[src/design/bmad_pkg.sv]
// ----------------------------------------------------------------------------
// bmad_pkg
// Types and constants of the banked memory address decoder.
// ----------------------------------------------------------------------------
package bmad_pkg;

  localparam logic [1:0] CMD_READ  = 2'd0;
  localparam logic [1:0] CMD_WRITE = 2'd1;
  localparam logic [1:0] CMD_VIDEO = 2'd2;

  typedef enum logic [3:0] {
    TGT_RAM   = 4'd0,
    TGT_BASIC = 4'd1,
    TGT_KERN  = 4'd2,
    TGT_CHAR  = 4'd3,
    TGT_VIDEO = 4'd4,
    TGT_SOUND = 4'd5,
    TGT_COLOR = 4'd6,
    TGT_PORTA = 4'd7,
    TGT_PORTB = 4'd8,
    TGT_NONE  = 4'd9
  } target_t;

  typedef enum logic [2:0] {
    REG_RAM   = 3'd0,
    REG_BASIC = 3'd1,
    REG_KERN  = 3'd2,
    REG_CHAR  = 3'd3,
    REG_IO    = 3'd4
  } region_t;

  localparam logic [15:0] PORT_DIR_ADDR  = 16'h0000;
  localparam logic [15:0] PORT_DATA_ADDR = 16'h0001;
  // Low three bits of 0x2F and 0x37.
  localparam logic [2:0]  PORT_DIR_RESET  = 3'b111;
  localparam logic [2:0]  PORT_DATA_RESET = 3'b111;

  typedef struct packed {
    logic [1:0]  command;
    logic [15:0] address;
    logic [7:0]  data;
    logic [1:0]  video_bank;
  } req_t;

  typedef struct packed {
    logic [3:0]  target;
    logic [15:0] offset;
    logic        write_strobe;
    logic [7:0]  write_data;
    logic        nibble_read;
    logic        open_bus;
    logic [2:0]  map_select;
  } rsp_t;

  // Region of a 4 KB page under one of the eight maps.
  function automatic region_t region_of(logic [2:0] map_sel, logic [3:0] page);
    region_t r;
    r = REG_RAM;
    case (page)
      4'hA, 4'hB: if (map_sel[1:0] == 2'b11) r = REG_BASIC;
      4'hD: if (map_sel[1:0] != 2'b00) r = map_sel[2] ? REG_IO : REG_CHAR;
      4'hE, 4'hF: if (map_sel[1]) r = REG_KERN;
      default: r = REG_RAM;
    endcase
    return r;
  endfunction

endpackage

[src/design/bmad_req_if.sv]
// ----------------------------------------------------------------------------
// bmad_req_if
// Valid/ready channel carrying one bus access.
// ----------------------------------------------------------------------------
interface bmad_req_if import bmad_pkg::*; ();
  logic valid;
  logic ready;
  req_t payload;

  modport source (output valid, output payload, input ready);
  modport sink (input valid, input payload, output ready);
endinterface

[src/design/bmad_rsp_if.sv]
// ----------------------------------------------------------------------------
// bmad_rsp_if
// Valid/ready channel carrying one decoded access.
// ----------------------------------------------------------------------------
interface bmad_rsp_if import bmad_pkg::*; ();
  logic valid;
  logic ready;
  rsp_t payload;

  modport source (output valid, output payload, input ready);
  modport sink (input valid, input payload, output ready);
endinterface

[src/design/bmad_port_regs.sv]
// ----------------------------------------------------------------------------
// bmad_port_regs
// Processor port direction/data bits and the effective map index.
// ----------------------------------------------------------------------------
module bmad_port_regs import bmad_pkg::*; (
  input  logic       clk,
  input  logic       rst,
  input  logic       advance,
  input  req_t       item,
  output logic [2:0] map_select
);

  logic [2:0] port_dir;
  logic [2:0] port_dat;
  logic [2:0] port_dir_next;
  logic [2:0] port_dat_next;
  logic       is_write;

  assign is_write = (item.command == CMD_WRITE);

  always_comb begin
    port_dir_next = port_dir;
    port_dat_next = port_dat;
    if (is_write && item.address == PORT_DIR_ADDR) port_dir_next = item.data[2:0];
    if (is_write && item.address == PORT_DATA_ADDR) port_dat_next = item.data[2:0];
  end

  // Inputs float high: undriven bits read as one.
  assign map_select = (port_dat_next & port_dir_next) | ~port_dir_next;

  always_ff @(posedge clk) begin
    if (rst) begin
      port_dir <= PORT_DIR_RESET;
      port_dat <= PORT_DATA_RESET;
    end else if (advance) begin
      port_dir <= port_dir_next;
      port_dat <= port_dat_next;
    end
  end

endmodule

[src/design/bmad_decode.sv]
// ----------------------------------------------------------------------------
// bmad_decode
// Decodes one access into target, offset and strobes under a given map.
// ----------------------------------------------------------------------------
module bmad_decode import bmad_pkg::*; (
  input  req_t       item,
  input  logic [2:0] map_select,
  output rsp_t       result
);

  typedef struct packed {
    target_t     target;
    logic [15:0] offset;
  } io_hit_t;

  function automatic io_hit_t io_decode(logic [15:0] a);
    io_hit_t h;
    h.target = TGT_NONE;
    h.offset = 16'h0000;
    case (a[11:10])
      2'b00: begin
        h.target = TGT_VIDEO;
        h.offset = {10'd0, a[5:0]};
      end
      2'b01: begin
        h.target = TGT_SOUND;
        h.offset = {11'd0, a[4:0]};
      end
      2'b10: begin
        h.target = TGT_COLOR;
        h.offset = {6'd0, a[9:0]};
      end
      default: begin
        if (a[9:8] == 2'b00) begin
          h.target = TGT_PORTA;
          h.offset = {12'd0, a[3:0]};
        end else if (a[9:8] == 2'b01) begin
          h.target = TGT_PORTB;
          h.offset = {12'd0, a[3:0]};
        end
      end
    endcase
    return h;
  endfunction

  logic [15:0] a;
  region_t     region;
  io_hit_t     io_hit;
  target_t     tgt;

  assign a      = item.address;
  assign region = region_of(map_select, a[15:12]);
  assign io_hit = io_decode(a);

  always_comb begin
    tgt                 = TGT_NONE;
    result.offset       = 16'h0000;
    result.write_strobe = 1'b0;
    result.write_data   = 8'h00;
    result.nibble_read  = 1'b0;
    result.open_bus     = 1'b0;
    case (item.command)
      CMD_READ: begin
        case (region)
          REG_KERN: begin
            tgt           = TGT_KERN;
            result.offset = {3'd0, a[12:0]};
          end
          REG_BASIC: begin
            tgt           = TGT_BASIC;
            result.offset = {3'd0, a[12:0]};
          end
          REG_CHAR: begin
            tgt           = TGT_CHAR;
            result.offset = {4'd0, a[11:0]};
          end
          REG_IO: begin
            tgt                = io_hit.target;
            result.offset      = io_hit.offset;
            result.nibble_read = (io_hit.target == TGT_COLOR);
            result.open_bus    = (io_hit.target == TGT_NONE);
          end
          default: begin
            tgt           = TGT_RAM;
            result.offset = a;
          end
        endcase
      end
      CMD_WRITE: begin
        case (region)
          REG_CHAR: begin
            if (a[11:10] == 2'b10) begin
              tgt           = TGT_COLOR;
              result.offset = {6'd0, a[9:0]};
            end else begin
              tgt           = TGT_RAM;
              result.offset = a;
            end
          end
          REG_IO: begin
            tgt           = io_hit.target;
            result.offset = io_hit.offset;
          end
          // Writes under rom land in the ram underneath.
          default: begin
            tgt           = TGT_RAM;
            result.offset = a;
          end
        endcase
        if (tgt != TGT_NONE) begin
          result.write_strobe = 1'b1;
          result.write_data   = (tgt == TGT_COLOR) ? {4'h0, item.data[3:0]} : item.data;
        end
      end
      CMD_VIDEO: begin
        if (a[13:12] == 2'b01 && !item.video_bank[0]) begin
          tgt           = TGT_CHAR;
          result.offset = {4'd0, a[11:0]};
        end else begin
          tgt           = TGT_RAM;
          result.offset = {item.video_bank, a[13:0]};
        end
      end
      default: begin
        tgt = TGT_NONE;
      end
    endcase
    result.target     = tgt;
    result.map_select = map_select;
  end

endmodule

[src/design/banked_memory_address_decoder.sv]
// ----------------------------------------------------------------------------
// banked_memory_address_decoder
// Processor port bank decoder: input register, decode, result register.
//
//   channel  direction  payload
//   req      in         command, address, data, video_bank
//   rsp      out        target, offset, write_strobe, write_data,
//                       nibble_read, open_bus, map_select
//
// One transaction per cycle sustained while the receiver does not stall; an
// accepted access passes the input register, then the result register.
// Port direction/data bits update as a write moves into the result register.
// Synchronous reset clears both stages and sets the port bits to all ones.
// A stalled result holds; the input register keeps accepting as long as
// the result stage can take its contents.
// ----------------------------------------------------------------------------
module banked_memory_address_decoder import bmad_pkg::*; (
  input logic         clk,
  input logic         rst,
  bmad_req_if.sink    req,
  bmad_rsp_if.source  rsp
);

  logic       s1_valid;
  req_t       s1_item;
  logic       out_valid;
  rsp_t       out_item;
  logic       out_ready;
  logic       in_ready;
  logic       advance;
  logic [2:0] map_select;
  rsp_t       decoded;

  assign out_ready = !out_valid || rsp.ready;
  assign in_ready  = !rst && (!s1_valid || out_ready);
  assign advance   = s1_valid && out_ready;

  assign req.ready   = in_ready;
  assign rsp.valid   = out_valid;
  assign rsp.payload = out_item;

  always_ff @(posedge clk) begin
    if (rst) begin
      s1_valid <= 1'b0;
    end else if (in_ready) begin
      s1_valid <= req.valid;
    end
  end

  always_ff @(posedge clk) begin
    if (req.valid && in_ready) s1_item <= req.payload;
  end

  bmad_port_regs u_port_regs (
    .clk        (clk),
    .rst        (rst),
    .advance    (advance),
    .item       (s1_item),
    .map_select (map_select)
  );

  bmad_decode u_decode (
    .item       (s1_item),
    .map_select (map_select),
    .result     (decoded)
  );

  always_ff @(posedge clk) begin
    if (rst) begin
      out_valid <= 1'b0;
    end else if (out_ready) begin
      out_valid <= s1_valid;
    end
  end

  always_ff @(posedge clk) begin
    if (advance) out_item <= decoded;
  end

endmodule

[src/flat_wrapper.sv]
// flat-port wrapper written by rule: the top's interface ports become plain ports
module banked_memory_address_decoder_flat import bmad_pkg::*;
  (clk, rst, req_valid, req_payload, req_ready, rsp_valid, rsp_payload, rsp_ready);
  bmad_req_if req_i ();
  bmad_rsp_if rsp_i ();
  input logic clk;
  input logic rst;
  input wire logic [$bits(req_i.valid)-1:0] req_valid;
  input wire logic [$bits(req_i.payload)-1:0] req_payload;
  output wire logic [$bits(req_i.ready)-1:0] req_ready;
  output wire logic [$bits(rsp_i.valid)-1:0] rsp_valid;
  output wire logic [$bits(rsp_i.payload)-1:0] rsp_payload;
  input wire logic [$bits(rsp_i.ready)-1:0] rsp_ready;
  assign req_i.valid = req_valid;
  assign req_i.payload = req_payload;
  assign req_ready = req_i.ready;
  assign rsp_valid = rsp_i.valid;
  assign rsp_payload = rsp_i.payload;
  assign rsp_i.ready = rsp_ready;
  banked_memory_address_decoder u_core (.clk(clk), .rst(rst), .req(req_i), .rsp(rsp_i));
endmodule
[config.mk]
export PLATFORM = sky130hd
export DESIGN_NAME = banked_memory_address_decoder_flat
export DESIGN_NICKNAME = d
export VERILOG_FILES = /design/src/design/bmad_pkg.sv /design/src/design/bmad_req_if.sv /design/src/design/bmad_rsp_if.sv /design/src/design/bmad_port_regs.sv /design/src/design/bmad_decode.sv /design/src/design/banked_memory_address_decoder.sv /design/src/flat_wrapper.sv
export SDC_FILE = /design/constraint.sdc
export NUM_CORES = 1
export LEC_CHECK = 0
export ABC_CLOCK_PERIOD_IN_PS = 3400
export BUFFER_PORTS_ARGS = -buffer_cell sky130_fd_sc_hd__buf_4
export CAP_MARGIN = 20
export CORE_AREA = 2 2 80 82
export CTS_CLUSTER_DIAMETER = 40
export DETAILED_ROUTE_END_ITERATION = 12
export DIE_AREA = 0 0 82 84
export PLACE_DENSITY = 0.77
export SLEW_MARGIN = 20
export SYNTH_ARGS = -nofsm -noshare
export SYNTH_HDL_FRONTEND = slang
export SYNTH_HIERARCHICAL = 1
export SYNTH_SLANG_ARGS = --single-unit
[constraint.sdc]
create_clock -name clk -period 3.4 [get_ports clk]
set_input_delay 0.51 -clock clk [delete_from_list [all_inputs] [get_ports clk]]
set_output_delay 0.51 -clock clk [all_outputs]
set_load 0.005 [all_outputs]
==> out/metrics.cfg, run 1 <==
[critical_path]
crit_chain = nor4b_4 > and4_1 > a21oi_2 > nor3_2 > nor2_2 > nor3b_4 > a31oi_1 > and2_1
critPathKind = reg -> reg
required_ps = 3500
worst-path-buf-inv = 0
crit_family = simple AND/OR/NAND/NOR gates
crit_arrival_ps = 3190
path_depth = 8
slowest_delay_ps = 600
critPathSlowestCell = edfxtp_1
worstPathMaxFanout = 12
rr_worst_depth = 8
cp-start-kind = flip-flop
crit_path_end_kind = flip-flop

[placed_design]
place_area_um2 = 3730
dp_hpwl_mm = 4.45
dpl.cell_count = 379
portBuffers = 67
preCtsSetupSlack_ps = 314
place_congestion = 0.874

[floorplanning]
num_io_pins = 68
core_region_area_um2 = 6100
rows = 29
die_area_um2 = 6890
start_util_pct = 51.8
fp.dieW_um = 82
die_h_um = 84

[sta]
hold_viol_final = 0
tightest_slew_ps = 622
setup_viol = 0
setup_tns_ps = 0
max_freq_mhz = 324
max_slew_margin_pct = 58.5
fin_crit_ps = 3090
setup_ws_ps = 310
final-max-slew-violation-count = 0
skew_ps = 5.71
post-route-period-util_pct = 90.9
grt_setup_unrepaired = false

[detailed_routing]
ant_nets = 0
dr.pass1.iters = 4
drc = 0
wl_per_cell_um = 16.0
vias = 2175
first_iter_violations = 228
drt_wl_total_mm = 6.30
via_per_inst = 5.51

[power]
seq_power_share_pct = 49.6
p_sw_mw = 0.399
p_leak_nw = 1.51
power_density_nw_per_um2 = 502
ir_worst_vdd_v = 0.000295
p_int_mw = 1.61
sw_frac_of_total_pct = 19.9
combinationalPowerShare_pct = 6.6
power.clock.fraction_pct = 43.8

[synth]
synth_compound_area_share_pct = 10.6
synthSimpleGateAreaFrac_pct = 22.2
synth.distinct_cells = 47
synth_top_family_by_area = simple AND/OR/NAND/NOR gates
yosysSeqAreaShare_pct = 64.1
synth_fa_ha_area_share_pct = 0
yosys-top-cells-area = edfxtp_1 (59%), dfxtp_1 (5.1%), and2_1 (3.6%)
synth-xor-area-share_pct = 0
yosysTopAreaCellShare_pct = 59.0
synth_mux_area_share_pct = 0
synth_nets = 274
yosysWarningCount = 6
postSynthAreaPerCell_um2 = 13.0
syn_inst = 242
yosys.area.top_type = edfxtp_1
synthesis.area_um2 = 3160
yosys_register_bits = 70

[clock_network]
clkTransAtPathRegs_ps = 80
clock-sinks = 70
ctsRootBufferMaster = clkbuf_8
cts_resized = 0
ctsHtreeMaxLevel = 3
cts_tree = built
cts_buffer_depth = 2
cts_setup_buffers = 0
worstSkewPairLatency_ps = 340
cts_buffers = 9
cts_hold_buf = 0

[run]
drv_cap = 0

[grt]
grt_use_total_pct = 19.9
grt_max_degree = 31
antenna_found_initial = 0
grt_pass1_vias = 2078
overflow = 0
grt_pass1_wl_mm = 10.2

[worst_hold_path]
hold_class = in -> reg
hold_depth = 1

[cells_and_area]
n_antenna_cell = 0
drive_above_1_share_pct = 34.3
final_area_um2 = 4000
final-seq-area_um2 = 2020
multi_input_area_um2 = 1050
utilization_pct = 65.6
final_cells = 395
final_nets = 345
syn2layout_area_growth_pct = 26.7
fill_cells = 461

[status]
outcome = complete, no violations

==> cells in the mapped netlist, drive strengths merged <==
cell type,number
and4,3
a32oi,1
dfxtp,8
and2,18
a2111oi,1
a21boi,1
nand2b,8
a21oi,11
nand3,3
a22oi,1
nand4,2
edfxtp,62
o31ai,8
and2b,1
and3,7
a31o,1
nor2,12
clkbuf,4
nand2,21
o2bb2ai,1
o211ai,1
a32o,1
o21ai,6
a31oi,11
a22o,1
and3b,5
nor3b,5
nor3,9
nor4,6
nor2b,4
nand4b,1
o21a,2
a21o,1
nor4b,1
nand3b,1
buf,9
inv,4
==> through the flow <==
stage,power (mW),hold slack [ps]
global placement,1.14,453
global route,2.07,328
floorplan,1.07,439
CTS,2.02,326
finish,2.01,340
detailed placement,1.15,459
==> placed cells by master (no fill, tap or decap), types with 4 or more instances in the layout <==
| cell | count |
|---|---|
| edfxtp_1 | 62 |
| nor2b_1 | 4 |
| nor3_1 | 4 |
| and3_1 | 7 |
| clkbuf_8 | 9 |
| nor2_1 | 10 |
| a31oi_1 | 11 |
| a21oi_1 | 6 |
| nor4_1 | 4 |
| nor3_2 | 5 |
| buf_4 | 73 |
| o31ai_1 | 7 |
| dfxtp_1 | 8 |
| nand2_1 | 21 |
| nand2b_1 | 8 |
| inv_1 | 4 |
| bufinv_16 | 4 |
| and3b_1 | 5 |
| and2_1 | 18 |
| a21oi_2 | 5 |
==> worst reg2reg max path: stages, from the launching register on <==
cell	delay, ps
edfxtp_1	600
nor4b_4	350
and4_1	470
a21oi_2	110
nor3_2	330
nor2_2	150
nor3b_4	400
a31oi_1	220
and2_1	210
==> kinds of logic (layout without fill, tap and decap cells) <==
logic type      Yosys count  after routing
flops                    70             70
compound gates           48             48
simple gates            107            107
buf+inv                  17             93
==> registers in the layout, summed over array words and instances, names as in the netlist <==
register and cells:
u_core/rsp.payload 34, u_core/u_port_regs/port_dir 3, u_core/s1_item 28, u_core/u_port_regs/port_dat 3, u_core/rsp.valid 1, u_core/s1_valid 1
==> power by group through the flow <==
stage | sequential [mW] | combinational, mW | clock [mW]
global placement | 1.01 | 0.131 | 0
CTS | 0.997 | 0.134 | 0.891
floorplan | 1.01 | 0.0584 | 0
global route | 1.00 | 0.146 | 0.928
finish | 0.996 | 0.133 | 0.879
detailed placement | 1.02 | 0.133 | 0
==> routing by layer <==
layer | up-vias | GRT usage, % | part of all wire (%)
met5 | - | 0 | 0
met2 | 85 | 30.1 | 49
li1 | 1057 | - | -
met4 | 0 | 9.09 | 1.7
met1 | 1023 | 27.6 | 43
met3 | 10 | 4.00 | 5.9
==> worst paths after layout <==
kind | start | slack (ps) | end
worst max-delay path | u_core/s1_item[21] | 310 | u_core/rsp.payload[11]
worst max register to register | u_core/s1_item[21] | 310 | u_core/rsp.payload[11]
worst min-delay path | req_payload[6] | 340 | u_core/s1_item[6]
worst min register to register | u_core/u_port_regs/port_dat[1] | 470 | u_core/u_port_regs/port_dat[1]
==> final cells by class <==
type                       count  share of cell area, %
multi-input combinational    155                   26.2
clock inverter                 7                   3.63
timing repair buffer          73                   13.7
inverter                       4                  0.376
tap                           77                   2.41
sequential                    70                   50.6
clock buffer                   9                   3.10
Note: power is estimated with default switching activity, not from simulation.
==> inputs of run 2 (changes only) <==
--- a/config.mk
+++ b/config.mk
@@ -5,14 +5,15 @@
 export SDC_FILE = /design/constraint.sdc
 export NUM_CORES = 1
 export LEC_CHECK = 0
-export ABC_CLOCK_PERIOD_IN_PS = 3400
 export BUFFER_PORTS_ARGS = -buffer_cell sky130_fd_sc_hd__buf_4
 export CAP_MARGIN = 20
 export CORE_AREA = 2 2 80 82
+export CTS_BUF_LIST = sky130_fd_sc_hd__clkbuf_16
 export CTS_CLUSTER_DIAMETER = 40
 export DETAILED_ROUTE_END_ITERATION = 12
 export DIE_AREA = 0 0 82 84
 export PLACE_DENSITY = 0.77
+export SETUP_SLACK_MARGIN = 0.4
 export SLEW_MARGIN = 20
 export SYNTH_ARGS = -nofsm -noshare
 export SYNTH_HDL_FRONTEND = slang
==> run 2 against run 1 <==
Net effect:
- sequential power about the same
- cell count increased by 0.76%
- die area unchanged
- global-route usage increased by 0.48 points
- design area increased by 3.7%
- first-iteration DRC count decreased by 15%
- non-clock buffer count increased by 3
- flip-flop and latch count unchanged
- routed wire length increased by 5.9%
- worst setup slack improved by 300 ps
- critical endpoint is now u_core/rsp.payload[26]
- largest power group is now the clock network
==> out/metrics.cfg, run 2 (same netlist as run 1, synthesis figures left out) <==
[status]
outcome = complete, no violations

[critical_path]
slowest_delay_ps = 520  ; -80 ps
path_depth = 9  ; +1
rr_worst_depth = 9  ; +1
crit_path_end_kind = flip-flop
cp-start-kind = flip-flop
crit_family = simple AND/OR/NAND/NOR gates
critPathKind = reg -> reg
timing.rr.start = u_core/s1_item[24]
crit_arrival_ps = 2870  ; -320 ps
rrSetupSlack_ps = 610  ; +300 ps
crit_chain = nor2_1 > and4_4 > a21oi_2 > nor3_2 > nor2_2 > nor3b_4 > buf_4 > a21oi_1 > o21a_1
r2r-end = u_core/rsp.payload[26]
required_ps = 3480  ; -20 ps
worst-path-buf-inv = 1  ; +1
worstPathMaxFanout = 9  ; -3
critPathSlowestCell = edfxtp_1

[sta]
final-max-slew-violation-count = 0  ; unchanged
max_freq_mhz = 358  ; +11%
grt_setup_unrepaired = false
setup_viol = 0  ; unchanged
fin_crit_ps = 2790  ; -300 ps
hold_ws_ps = 360  ; +20.3 ps
tightest_slew_ps = 601  ; -20.8 ps
skew_ps = 3.64  ; -2.07 ps
max_slew_margin_pct = 59.9  ; +1.4 points
post-route-period-util_pct = 82.1  ; -8.8 points
hold_viol_final = 0  ; unchanged
setup_tns_ps = 0  ; unchanged

[power]
p_leak_nw = 1.58  ; +4.5%
combinationalPowerShare_pct = 6.0  ; -0.6 points
power_density_nw_per_um2 = 550  ; +9.5%
sw_frac_of_total_pct = 19.3  ; -0.62 points
power.clock.fraction_pct = 50.2  ; +6.4 points
p_int_mw = 1.84  ; +14%
finalPower_mw = 2.28  ; +14%
p_sw_mw = 0.439  ; +10%
seq_power_share_pct = 43.7  ; -5.9 points
ir_worst_vdd_v = 0.000415  ; +41%

[cells_and_area]
syn2layout_area_growth_pct = 31.4
drive_above_1_share_pct = 35.8  ; +1.5 points
largest_reg_flops = 34  ; unchanged
n_antenna_cell = 0  ; unchanged
final_common_cell = buf_4
final_cell_mix = buf_4 (76), edfxtp_1 (62), nand2_1 (20), and2_1 (17), a31oi_1 (11)
final_nets = 348  ; +0.87%

[grt]
grt_max_degree = 31  ; unchanged
grt_pass1_vias = 2114  ; +1.7%
antenna_found_initial = 0  ; unchanged
grt_pass1_wl_mm = 10.5  ; +2.6%
overflow = 0  ; unchanged
grt_use_total_pct = 20.4  ; +0.48 points

[placed_design]
dp_hpwl_mm = 4.45  ; unchanged
place_congestion = 0.874  ; unchanged
portBuffers = 67  ; unchanged

[floorplanning]
die_h_um = 84  ; unchanged
die_area_um2 = 6890  ; unchanged
fp.dieW_um = 82  ; unchanged
core_region_area_um2 = 6100  ; unchanged
rows = 29  ; unchanged
num_io_pins = 68  ; unchanged
start_util_pct = 51.8  ; unchanged

[clock_network]
cts_tree = built
worstSkewPairLatency_ps = 320  ; -20 ps
clock-sinks = 70  ; unchanged
cts_buffers = 9  ; unchanged
ctsHtreeMaxLevel = 3  ; unchanged
clkTransAtPathRegs_ps = 60  ; -20 ps
ctsRootBufferMaster = clkbuf_16
cts_buffer_depth = 2  ; unchanged

[detailed_routing]
vias = 2254  ; +3.6%
drt_wl_total_mm = 6.68  ; +5.9%
wl_per_cell_um = 16.8  ; +5.1%
dr.pass1.iters = 4  ; unchanged
first_iter_violations = 193  ; -15%
via_per_inst = 5.66  ; +2.9%
drc = 0  ; unchanged
ant_nets = 0  ; unchanged

[worst_hold_path]
holdPathEnd = u_core/s1_item[6]
hold_class = in -> reg
hold_depth = 1  ; unchanged
worstHoldStart = req_payload[6]

[run]
drv_cap = 0  ; unchanged

run 2: power by group through the flow:
stage               combinational (mW)  clock, mW  sequential [mW]
floorplan                       0.0584          0             1.01
global placement                 0.131          0             1.01
detailed placement               0.133          0             1.02
CTS                              0.136       1.15            0.997
global route                     0.151       1.19             1.00
finish                           0.138       1.15            0.998
run 2: through the flow:
stage | setup slack, ps | util [%] | cell area (um2) | cells
final | 610 | 68.0 | 4150 | 398
after global routing | 408 | 68.0 | 4150 | 398
after CTS | 534 | 67.4 | 4110 | 396
after detailed placement | 314 | 61.2 | 3730 | 379
after global placement | 442 | 61.2 | 3730 | 379
after floorplan | 518 | - | 3160 | 242
run 2: repair_timing:
| item | 4_1_cts | 5_1_grt |
|---|---|---|
| buffers inserted | 1 | 2 |
| pin swaps | 0 | 1 |
| endpoints found under the setup margin | 13 | 17 |
| gates resized for setup | 1 | 5 |
| hold buffers | 0 | 0 |
run 2: how the worst max path moves through the flow:
| stage | startpoint | to | slack [ps] |
|---|---|---|---|
| after CTS | u_core/s1_item[19] | u_core/rsp.payload[11] | 530 |
| after floorplan | rsp_ready | u_core/u_port_regs/port_dat[0] | 520 |
| after detailed placement | u_core/s1_item[21] | u_core/rsp.payload[11] | 310 |
| after global routing | u_core/s1_item[14] | u_core/rsp.payload[11] | 410 |
| after global placement | u_core/s1_item[21] | u_core/rsp.payload[9] | 440 |
| final | u_core/s1_item[24] | u_core/rsp.payload[26] | 610 |
run 2: cell type report:
cell class,instances,area [um2]
flip-flops and latches,70,2020
fillers,440,1950
multi-input cells,155,1070
repair buffers,76,571
clock buffers,9,225
clock inverters,7,145
well taps,77,96.3
inverters,4,15.0
run 2: routing by layer:
metal / share of wire, % / GRT usage [%] / up-vias
li1: - / - / 1063
met1: 42 / 28.0 / 1093
met2: 50 / 31.2 / 90
met3: 6.0 / 4.11 / 8
met4: 1.3 / 8.94 / 0
met5: 0 / 0 / -
==> inputs of run 3 (changes only) <==
==> constraint.sdc (replaced) <==
create_clock -name clk -period 2.8 [get_ports clk]
set_input_delay 0.42 -clock clk [delete_from_list [all_inputs] [get_ports clk]]
set_output_delay 0.42 -clock clk [all_outputs]
set_load 0.005 [all_outputs]
==> run 3 against run 2 <==
Net effect:
- global-route usage rose by 4.4 points
- sequential share of layout area fell by 5.0 points
- clock skew rose by 9.7 ps
- critical path type unchanged
- largest cell class unchanged
==> out/metrics.cfg, run 3 (same netlist as run 1, synthesis figures left out) <==
[floorplanning]
die_h_um = 84  ; unchanged
core_region_area_um2 = 6100  ; unchanged
start_util_pct = 51.8  ; unchanged
die_area_um2 = 6890  ; unchanged
num_io_pins = 68  ; unchanged
rows = 29  ; unchanged
fp.dieW_um = 82  ; unchanged

[detailed_routing]
first_iter_violations = 294  ; +52%
drt_wl_total_mm = 9.31  ; +40%
wl_per_cell_um = 21.6  ; +29%
ant_nets = 0  ; unchanged
vias = 2564  ; +14%
dr.pass1.iters = 5  ; +1
drc = 0  ; unchanged
via_per_inst = 5.94  ; +4.8%

[clock_network]
worstSkewPairLatency_ps = 340  ; +20 ps
clkTransAtPathRegs_ps = 70  ; about the same
ctsHtreeMaxLevel = 3  ; unchanged
cts_buffer_depth = 2  ; unchanged
cts_hold_buf = 0  ; unchanged
ctsRootBufferMaster = clkbuf_16
cts_tree = built
cts_buffers = 9  ; unchanged
clock-sinks = 70  ; unchanged

[sta]
max_slew_margin_pct = 66.4  ; +6.4 points
max_freq_mhz = 372  ; +3.7%
tightest_slew_ps = 504  ; -97.2 ps
final-max-slew-violation-count = 0  ; unchanged
skew_ps = 13.4  ; +9.74 ps
setup_tns_ps = 0  ; unchanged
setup_viol = 0  ; unchanged
fin_crit_ps = 2690  ; -100 ps
hold_viol_final = 0  ; unchanged
grt_setup_unrepaired = true
post-route-period-util_pct = 96.1  ; +14 points

[critical_path]
critPathSlowestCell = edfxtp_1
critPathKind = reg -> reg
crit_path_end_kind = flip-flop
crit_chain = nor4_4 > and2_4 > a21oi_4 > nor3_4 > nor2_4 > buf_4 > nor3b_4 > nand4_1 > buf_4 > nor3b_2
worstPathMaxFanout = 4  ; -5
crit_arrival_ps = 2870  ; about the same
slowest_delay_ps = 430  ; -90 ps
cpMostUsedCell = buf_4
required_ps = 2980  ; -500 ps
cp-start-kind = flip-flop

[power]
ir_worst_vdd_v = 0.000484  ; +17%
seq_power_share_pct = 45.5  ; +1.8 points
p_sw_mw = 0.595  ; +35%
sw_frac_of_total_pct = 22.3  ; +3.1 points
combinationalPowerShare_pct = 7.8  ; +1.8 points
p_leak_nw = 1.79  ; +14%
p_int_mw = 2.07  ; +12%
power.clock.fraction_pct = 46.8  ; -3.4 points
finalPower_mw = 2.66  ; +17%
power_density_nw_per_um2 = 577  ; +4.8%

[placed_design]
portBuffers = 67  ; unchanged
place_congestion = 0.873  ; -0.13%
place_area_um2 = 3810  ; +2.3%
dpl.cell_count = 389  ; +2.6%
dp_hpwl_mm = 4.76  ; +6.9%

[worst_hold_path]
hold_class = in -> reg

[grt]
grt_max_degree = 26  ; -16%
grt_pass1_vias = 2395  ; +13%
overflow = 0  ; unchanged
grt_pass1_wl_mm = 12.3  ; +17%
grt_use_total_pct = 24.8  ; +4.4 points
antenna_found_initial = 0  ; unchanged

[cells_and_area]
drive_above_1_share_pct = 49.9  ; +14 points
final_cells = 432  ; +8.5%
final_common_cell = buf_4
final_area_um2 = 4620  ; +11%
final_nets = 382  ; +9.8%
syn2layout_area_growth_pct = 46.4
largest_reg_flops = 34  ; unchanged
final_cell_mix = buf_4 (105), edfxtp_1 (62), nand2_1 (20), and2_1 (12)
n_antenna_cell = 0  ; unchanged

[run]
drv_cap = 0  ; unchanged

[status]
outcome = complete, no violations

run 3: changes by cell type in the layout (fill, tap and decap cells not counted), moves of 3 or more:
cell and change:
buf_6 +4, nor4_4 +3, nor3_2 -3, a21oi_1 -3
nor3_4 +6, buf_4 +29, nor2_1 -3, and2_4 +6
nor3_1 -3, and2_1 -5
run 3: what timing repair did:
action,4_1_cts,5_1_grt
pin swaps,24,32
setup endpoints to repair,30,31
buffers inserted,15,12
resized for setup,27,29
run 3: stage by stage:
| step | setup slack, ps | hold slack (ps) | util, % |
|---|---|---|---|
| detailed placement | 84.4 | 464 | 62.6 |
| floorplan | 381 | 439 | - |
| global placement | 241 | 454 | 62.6 |
| global route | 67.0 | 252 | 75.8 |
| finish | 110 | 258 | 75.8 |
| CTS | 282 | 255 | 72.4 |
run 3: critical path, delay by kind of cell, from the launching register on:
kind / cells / cell delay [ps]
AOI/OAI and AO/OA: 1 / 70
and+or+nand+nor: 7 / 1680
buffers and inverters: 2 / 340
DFF: 1 / 430
run 3: cell type report:
cell class	instances	area (um2)
repair buffers	110	853
clock buffers	9	225
fillers	341	1480
inverters	4	17.5
well taps	77	96.3
multi-input cells	155	1310
clock inverters	7	96.3
flip-flops and latches	70	2020
run 3: power groups by stage:
stage	logic [mW]	registers (mW)	clock network [mW]
after floorplan	0.0718	1.23	0
after global placement	0.169	1.22	0
after detailed placement	0.174	1.23	0
after CTS	0.186	1.21	1.23
after global routing	0.221	1.21	1.30
final	0.207	1.21	1.25
run 3: layer usage:
metal / global-route usage (%) / wire length, um
met1: 28.4 / 3290
met2: 42.1 / 5010
met3: 5.74 / 688
met4: 12.7 / 320
met5: 0 / 0
run 3: worst paths after layout:
kind	startpoint	end	slack, ps	cells past startpoint
max	u_core/s1_item[13]	u_core/rsp.payload[3]	110	10
min	req_payload[17]	u_core/s1_item[17]	260	1
max reg2reg	u_core/s1_item[13]	u_core/rsp.payload[3]	110	10
min reg2reg	u_core/u_port_regs/port_dir[0]	u_core/u_port_regs/port_dir[0]	480	2
